--- src/rtl/cht_pkg.sv ---
// Shared codes and controller/datapath interface types for the chained hash table.
package cht_pkg;

    localparam int OP_W  = 2;
    localparam int ST_W  = 2;
    localparam int KEY_W = 32;
    localparam int VAL_W = 32;

    localparam logic [OP_W-1:0] CMD_LOOKUP = 2'd0;
    localparam logic [OP_W-1:0] CMD_INSERT = 2'd1;
    localparam logic [OP_W-1:0] CMD_REMOVE = 2'd2;

    localparam logic [ST_W-1:0] ST_OK        = 2'd0;
    localparam logic [ST_W-1:0] ST_NOT_FOUND = 2'd1;
    localparam logic [ST_W-1:0] ST_FULL      = 2'd2;

    typedef struct packed {
        logic            clr_step;
        logic            load;
        logic            init_walk;
        logic            take_free;
        logic            pop_free;
        logic            take_fresh;
        logic            ins_write;
        logic            advance;
        logic            unlink;
        logic            relink;
        logic            set_result;
        logic [ST_W-1:0] res_code;
        logic            res_use_value;
        logic            push_out;
    } cht_cmd_t;

    typedef struct packed {
        logic            clr_last;
        logic            mod_done;
        logic [OP_W-1:0] op;
        logic            free_valid;
        logic            fresh_avail;
        logic            cur_valid;
        logic            steps_done;
        logic            key_match;
        logic            prev_valid;
        logic            out_free;
    } cht_stat_t;

endpackage

--- src/rtl/cht_ctrl.sv ---
// Controller: sequences clear, bucket, allocation, chain walk and result push.
module cht_ctrl
    import cht_pkg::*;
(
    input  logic      clk,
    input  logic      rst_n,
    input  logic      s_tvalid,
    output logic      s_tready,
    input  cht_stat_t sts,
    output cht_cmd_t  ctl
);

    localparam logic [3:0] S_CLEAR     = 4'd0;
    localparam logic [3:0] S_IDLE      = 4'd1;
    localparam logic [3:0] S_MOD       = 4'd2;
    localparam logic [3:0] S_HEAD      = 4'd3;
    localparam logic [3:0] S_DISPATCH  = 4'd4;
    localparam logic [3:0] S_FREE_WAIT = 4'd5;
    localparam logic [3:0] S_FREE_RD   = 4'd6;
    localparam logic [3:0] S_INS_WR    = 4'd7;
    localparam logic [3:0] S_CHECK     = 4'd8;
    localparam logic [3:0] S_NODE_WAIT = 4'd9;
    localparam logic [3:0] S_COMPARE   = 4'd10;
    localparam logic [3:0] S_UNLINK    = 4'd11;
    localparam logic [3:0] S_RELINK    = 4'd12;
    localparam logic [3:0] S_DONE      = 4'd13;

    logic [3:0] state_reg;
    logic [3:0] state_next;

    assign s_tready = (state_reg == S_IDLE);

    always_comb
    begin
        state_next = state_reg;
        ctl        = '0;
        case (state_reg)
            S_CLEAR:
            begin
                ctl.clr_step = 1'b1;
                if (sts.clr_last)
                begin
                    state_next = S_IDLE;
                end
            end
            S_IDLE:
            begin
                if (s_tvalid)
                begin
                    ctl.load   = 1'b1;
                    state_next = S_MOD;
                end
            end
            S_MOD:
            begin
                if (sts.mod_done)
                begin
                    state_next = S_HEAD;
                end
            end
            S_HEAD:
            begin
                state_next = S_DISPATCH;
            end
            S_DISPATCH:
            begin
                case (sts.op)
                    CMD_LOOKUP, CMD_REMOVE:
                    begin
                        ctl.init_walk = 1'b1;
                        state_next    = S_CHECK;
                    end
                    CMD_INSERT:
                    begin
                        if (sts.free_valid)
                        begin
                            ctl.take_free = 1'b1;
                            state_next    = S_FREE_WAIT;
                        end
                        else if (sts.fresh_avail)
                        begin
                            ctl.take_fresh = 1'b1;
                            state_next     = S_INS_WR;
                        end
                        else
                        begin
                            ctl.set_result = 1'b1;
                            ctl.res_code   = ST_FULL;
                            state_next     = S_DONE;
                        end
                    end
                    default:
                    begin
                        ctl.set_result = 1'b1;
                        ctl.res_code   = ST_OK;
                        state_next     = S_DONE;
                    end
                endcase
            end
            S_FREE_WAIT:
            begin
                state_next = S_FREE_RD;
            end
            S_FREE_RD:
            begin
                ctl.pop_free = 1'b1;
                state_next   = S_INS_WR;
            end
            S_INS_WR:
            begin
                ctl.ins_write  = 1'b1;
                ctl.set_result = 1'b1;
                ctl.res_code   = ST_OK;
                state_next     = S_DONE;
            end
            S_CHECK:
            begin
                if (!sts.cur_valid || sts.steps_done)
                begin
                    ctl.set_result = 1'b1;
                    ctl.res_code   = ST_NOT_FOUND;
                    state_next     = S_DONE;
                end
                else
                begin
                    state_next = S_NODE_WAIT;
                end
            end
            S_NODE_WAIT:
            begin
                state_next = S_COMPARE;
            end
            S_COMPARE:
            begin
                if (!sts.key_match)
                begin
                    ctl.advance = 1'b1;
                    state_next  = S_CHECK;
                end
                else if (sts.op == CMD_REMOVE)
                begin
                    state_next = S_UNLINK;
                end
                else
                begin
                    ctl.set_result    = 1'b1;
                    ctl.res_code      = ST_OK;
                    ctl.res_use_value = 1'b1;
                    state_next        = S_DONE;
                end
            end
            S_UNLINK:
            begin
                ctl.unlink = 1'b1;
                state_next = S_RELINK;
            end
            S_RELINK:
            begin
                ctl.relink     = 1'b1;
                ctl.set_result = 1'b1;
                ctl.res_code   = ST_OK;
                state_next     = S_DONE;
            end
            S_DONE:
            begin
                if (sts.out_free)
                begin
                    ctl.push_out = 1'b1;
                    state_next   = S_IDLE;
                end
            end
            default:
            begin
                state_next = S_IDLE;
            end
        endcase
    end

    always_ff @(posedge clk or negedge rst_n)
    begin
        if (!rst_n)
        begin
            state_reg <= S_CLEAR;
        end
        else
        begin
            state_reg <= state_next;
        end
    end

endmodule

--- config.mk ---
export PLATFORM = sky130hd
export DESIGN_NAME = cht_ctrl
export DESIGN_NICKNAME = d
export VERILOG_FILES = /design/src/rtl/cht_pkg.sv /design/src/rtl/cht_ctrl.sv
export SDC_FILE = /design/constraint.sdc
export NUM_CORES = 1
export LEC_CHECK = 0
export ABC_AREA = 0
export BUFFER_PORTS_ARGS = -buffer_cell sky130_fd_sc_hd__buf_2
export CORE_AREA = 2 2 39 41
export CTS_CLUSTER_DIAMETER = 30
export DETAILED_ROUTE_END_ITERATION = 8
export DIE_AREA = 0 0 41 43
export GPL_ROUTABILITY_DRIVEN = 0
export HOLD_SLACK_MARGIN = 0.08
export PLACE_DENSITY_LB_ADDON = 0.08
export SYNTH_ARGS = -nofsm -noshare
export SYNTH_HDL_FRONTEND = slang
export SYNTH_SLANG_ARGS = --single-unit
--- constraint.sdc ---
create_clock -name clk -period 3.55 [get_ports clk]
set_clock_uncertainty 0.05 [all_clocks]
set_input_delay 0.5325 -clock clk [delete_from_list [all_inputs] [get_ports clk]]
set_output_delay 0.5325 -clock clk [all_outputs]
set_load 0.005 [all_outputs]
# Word level (Yosys, flattened, before mapping)
# Cells that the tools add are included.
[classes] reduce_logical=7 muxes=38 eq_ne=19
[op_table] op="case mux 4 bit (13 select lines)" n=1
[op_table] op="two-way mux 4 bit" n=9
[op_table] op="equality test 4 bit, second input constant" n=6
[op_table] op="two-way mux 1 bit" n=19
[op_table] op="equality test 4 x 3 -> 1 bit, second input constant" n=4
[op_table] op="two-way mux 3 bit" n=5
[op_table] op="case mux 3 bit (4 select lines)" n=1
[op_table] op="equality test 4 x 2 -> 1 bit, second input constant" n=2
[op_table] op="inequality test 2 bit, second input constant" n=4
[op_table] op="case mux 4 bit (2 select lines)" n=1
[op_table] op="case mux 3 bit (2 select lines)" n=1
[op_table] op="equality test 4 x 1 -> 1 bit, second input constant" n=1
[op_table] op="logical NOT 4 bit" n=1
[op_table] op="AND reduction 4 bit" n=1
[op_table] op="OR reduction 2 bit" n=2
[op_table] op="equality test 2 x 1 -> 1 bit, second input constant" n=1
[op_table] op="equality test 2 bit, second input constant" n=1
[op_table] op="logical NOT 2 bit" n=1
[op_table] op="two-way mux 2 bit" n=1
[op_table] op="logical NOT 1 bit" n=1
[op_table] op="logical OR 1 bit" n=1
[word_totals] ff_bits=4 input_bits=14 word_cells=65 out_inout_bits=16

# Logic depth before layout (Yosys ltp)
[logic_depth] word_depth=4 depth_mapped=5 ltp_nobuf=4

# Least setup slack after synthesis
# OpenSTA, ideal clock, no wires.
[synth_path] path_type="flip-flop to output port" startpoint="reg state_reg[1]" endpoint="out ctl[4] (netlist bit)" path_slack_ns=1.839 stages_incl_launch_ff=6 required_ns=2.967 n_path_buf=1 t_arrival_ns=1.128 cell_sequence="dfrtp_1 > buf_6 > or2_4 > nor2_8 > o21ai_1 > o221ai_1"
[synth_rtl] item="start, declared" line="cht_ctrl.sv:28" text="logic [3:0] state_reg;"
[synth_rtl] item="start signal, assigned" line="cht_ctrl.sv:187" text="state_reg <= state_next;"
[synth_rtl] item="end, declared" line="cht_ctrl.sv:10" text="output cht_cmd_t ctl"

==> results by stage <==
Outcome:
- The run finished with clean final reports.

Timing:
- Setup repair after global routing left no endpoint under its margin.
- The tightest hold path in the finished design has a slack of approximately 0.57 ns.
- For this run, the top clock speed supported by timing is 436 MHz.
- Setup violations remaining at the end of the flow were counted as 0.
- The total count of hold-check failures in the final report is 0.
- The shortest period the worst path allows is 2.29 ns.
- The final clock period utilization by the worst path is 64.6%.
- Adding up every negative setup slack in the final design gives 0 ns.
- Measured against its own limit, the worst slew margin works out to 67.1%.
- The count of pins over their slew limit is 0.
- The pin slew with the least headroom to its limit is 0.494 ns.

Worst setup path:
- The startpoint identified for the worst register-to-register timing path is state_reg[3].
- The sort of element at the start of the critical path is a flop.
- The slowest stage of the critical path belongs to the cell sky130_fd_sc_hd__dfrtp_1.
- STA puts the critical path data required time at 2.97 ns.
- The slack of the worst reg-to-reg path is 2.02 ns.
- For this run, the slowest stage of the critical path takes 0.61 ns.
- The critical path goes through nand2b_2 > nor2_1 > a31oi_1 > o221ai_1 > buf_2.
- For the worst flop-to-flop path, the logic depth is 4.
- Tracing the worst setup path back leads to its startpoint at state_reg[3].
- Along the worst path, the maximum fanout reaches 15.
- STA classifies the critical path endpoint as a primary output.
- The critical path ends at ctl[4].
- In this run the critical register-to-register path is captured at state_reg[2].
- The arrival time of the worst setup path is 1.71 ns.
- The worst setup path is of the reg2out kind.

Place:
- The area of placed instances is 661 µm².
- Buffers placed on the I/O ports in this run total 28.
- The final HPWL from detailed placement is 1030 µm.

Clock network:
- The source-to-sink clock delay at the later pin of the worst-skew pair is 0.23 ns.
- The number of buffers inserted for hold repair after clock tree synthesis is 1.
- Clock tree synthesis found a total of 4 sinks.
- TritonCTS created 3 clock buffers.
- The number of setup buffers added after CTS is 0.
- CTS placed an instance of sky130_fd_sc_hd__clkbuf_4 at the clock tree root.
- The count of H-tree levels built during CTS is 1.
- The clock passes through at most 2 buffers.
- The number of gates resized after CTS is 0.
- After clock tree synthesis, the clock-pin slew on the worst setup and hold paths is 0.04 ns.
- The TritonCTS clock tree is built.

Die:
- The floorplan step defined a core boundary enclosing 1380 µm².
- In this run the count of I/O pins placed on the die edge is 30.
- The floorplan die height is roughly 43 µm.
- The die covers 1760 µm².
- For this configuration, the core starts out at a cell density of 38.1%.
- The count of standard-cell rows is 14.
- The width of the die is 41 µm.

Drt:
- The detailed router finished its first iteration with 10 violations.
- The DRC violation count after routing is 0.
- The detailed-route wire length per cell is around 11 µm.
- The ratio of routed vias to standard cells is around 5.2.
- The detail route stage leaves a number of antenna-violating nets equal to 0.
- The detailed-route via count is a little over 600.
- The routed design has 1340 µm of wire.
- The total iterations of the first detailed-routing run is 4.

GRT:
- The total overflow left after global routing is 0.
- The global-route layer with the greatest usage is met1.
- The overall fraction of global-route tracks in use is 18.3%.
- Global routing consumed, on the met3 layer, between 6 and 7% of the routing resources.
- The via count of the first global-routing pass is 504.
- The first global-routing pass estimated 2200 µm of wire.
- The met2 global-route usage is 24.7%.
- The initial antenna violation count is 0.
- Global routing consumed, on the met1 layer, 26.2% of the routing resources.
- Entering global routing, the biggest net connects 18 pins.

Synthesis:
- Ranked by total cell area, the synthesized netlist is headed by sky130_fd_sc_hd__dfrtp_1 (19%), sky130_fd_sc_hd__nand2_1 (5.7%), sky130_fd_sc_hd__nor2_1 (5.0%).
- The post-synthesis xor/xnor area fraction is 0%.
- The total of warnings raised by yosys is 0.
- The multiplexer share of the synthesized area is 4.04%.
- The synthesized netlist net count is 88.
- After synthesis, the largest family of logic cells by area is simple AND/OR/NAND/NOR gates.
- The most area-hungry cell type in the Yosys netlist is sky130_fd_sc_hd__dfrtp_1.
- Of the total synthesized cell area, the portion taken by full adders, half adders and majority gates is 0%.
- The simple logic cell fraction of the synthesized area is 47.7%.
- Summing the areas of all compound-gate instances in the mapped netlist gives 20.7% of the synthesized area.
- The number of cells produced by synthesis is 74.
- The post-synthesis instance area is approximately 530 µm².
- Of the post-synthesis cell area, the dominant cell type holds 19.0%.
- After synthesis, the netlist uses 34 different library cells.
- The share of the Yosys chip area taken by registers is 19.0%.
- The number of register bits inferred by synthesis is 4.
- The mean area per synthesized cell is 7.12 µm².

Final layout:
- In the final layout, the multi-input gates occupy 382 µm².
- The net count reported at finish is 118.
- In the final layout, the share of cells above drive strength 1 is 36.3%.
- Registers take 100 µm².
- Leaving out fill and tap cells, the most frequent cell in the layout is sky130_fd_sc_hd__buf_2.
- The top cell types in the final layout, fill and taps aside, are sky130_fd_sc_hd__buf_2 (28), sky130_fd_sc_hd__nand2_1 (8), sky130_fd_sc_hd__nor2_1 (7).
- The number of antenna diodes in the final layout is 0.
- The number of fillers in the final layout is between 150 and 200.
- The area growth from synthesis to layout is 31.6%.
- The cell area after layout is 693 µm².
- The register with the most flip-flops in the layout has 4 of them.

Min path:
- The min-delay analysis places its worst path in the category in2reg.

Power and ir drop:
- The power density over the cells is 693 nW/µm².
- The leakage power figure is 0.397 nW.
- The maximum resistive drop on vdd is 368 µV.

Job:
- Max-cap violations in this run came to 0.
cell usage after synthesis:
library cell and count:
sky130_fd_sc_hd__o21ai_1 1, sky130_fd_sc_hd__nand3_1 1, sky130_fd_sc_hd__nand4bb_1 1, sky130_fd_sc_hd__mux2_2 1, sky130_fd_sc_hd__o21ai_0 4, sky130_fd_sc_hd__and2_1 1
sky130_fd_sc_hd__inv_1 4, sky130_fd_sc_hd__o22ai_1 1, sky130_fd_sc_hd__o221ai_1 1, sky130_fd_sc_hd__mux2i_1 1, sky130_fd_sc_hd__nor3_1 5, sky130_fd_sc_hd__and3_1 4
sky130_fd_sc_hd__nor2_8 1, sky130_fd_sc_hd__nor2b_1 4, sky130_fd_sc_hd__buf_2 3, sky130_fd_sc_hd__a22oi_1 1, sky130_fd_sc_hd__nand4b_2 1, sky130_fd_sc_hd__dfrtp_1 4
sky130_fd_sc_hd__a31oi_1 3, sky130_fd_sc_hd__and2b_1 1, sky130_fd_sc_hd__nand2b_2 1, sky130_fd_sc_hd__nand4_1 1, sky130_fd_sc_hd__and4_1 1, sky130_fd_sc_hd__or2_4 1
sky130_fd_sc_hd__a21oi_1 5, sky130_fd_sc_hd__nand2_1 8, sky130_fd_sc_hd__a22o_1 1, sky130_fd_sc_hd__buf_6 1, sky130_fd_sc_hd__and3b_1 1, sky130_fd_sc_hd__o32ai_1 1
sky130_fd_sc_hd__nand3b_1 1, sky130_fd_sc_hd__nor2_1 7, sky130_fd_sc_hd__inv_2 1, sky130_fd_sc_hd__nor4_1 1
layer usage:
metal	part of all wire, %	wire length (µm)
met1	49	650
met2	45	607
met3	5.8	77
met4	0	0
met5	0	0
per-stage QoR:
| stage | power [mW] | instances | worst slack (ns) | util, % |
|---|---|---|---|---|
| 6_report | 0.480 | 118 | 1.26 | 50.1 |
| 5_1_grt | 0.533 | 118 | 1.05 | 50.1 |
| 4_1_cts | 0.484 | 118 | 1.24 | 50.1 |
| 3_5_place_dp | 0.426 | 114 | 1.51 | 47.7 |
| 3_3_place_gp | 0.427 | 114 | 1.51 | 47.7 |
| 2_1_floorplan | 0.358 | 74 | 1.84 | - |
how the worst min path moves through the flow:
stage / from / end / slack [ns] / depth (start not counted)
after detailed placement: rst_n / state_reg[1] / 0.29 / 1
after global placement: rst_n / state_reg[3] / 0.29 / 1
after floorplan: rst_n / state_reg[0] / 0.19 / 0
final: sts[2] / state_reg[1] / 0.57 / 3
after CTS: sts[2] / state_reg[1] / 0.57 / 3
after global routing: sts[2] / state_reg[1] / 0.58 / 3
where the power goes:
group	leakage (nW)	switching (mW)	internal, mW
logic	0.336	0.142	0.137
clock network	0.0138	0.0167	0.0377
registers	0.0477	0.0786	0.0686
worst max-delay path, delay by kind of cell, from the launching register on:
kind                   cells  cell delay (ns)
DFF                        1             0.61
and+or+nand+nor            2             0.41
AOI/OAI and AO/OA          2             0.33
buffers and inverters      1             0.14
layout make-up:
class / count / share of cell area, %
multi-input cells: 61 / 55.1
repair buffers: 29 / 21.7
flip-flops and latches: 4 / 14.4
clock buffers: 3 / 3.25
well taps: 16 / 2.89
inverters: 5 / 2.71
kinds of logic (layout without fill, tap and decap cells):
group	count (synthesis)	count (layout)
AO/OA/AOI/OAI	18	18
buffers and inverters	9	37
flip-flops	4	4
multiplexers	2	2
AND/OR/NAND/NOR	41	41
Note: power is estimated with default switching activity, not from simulation.
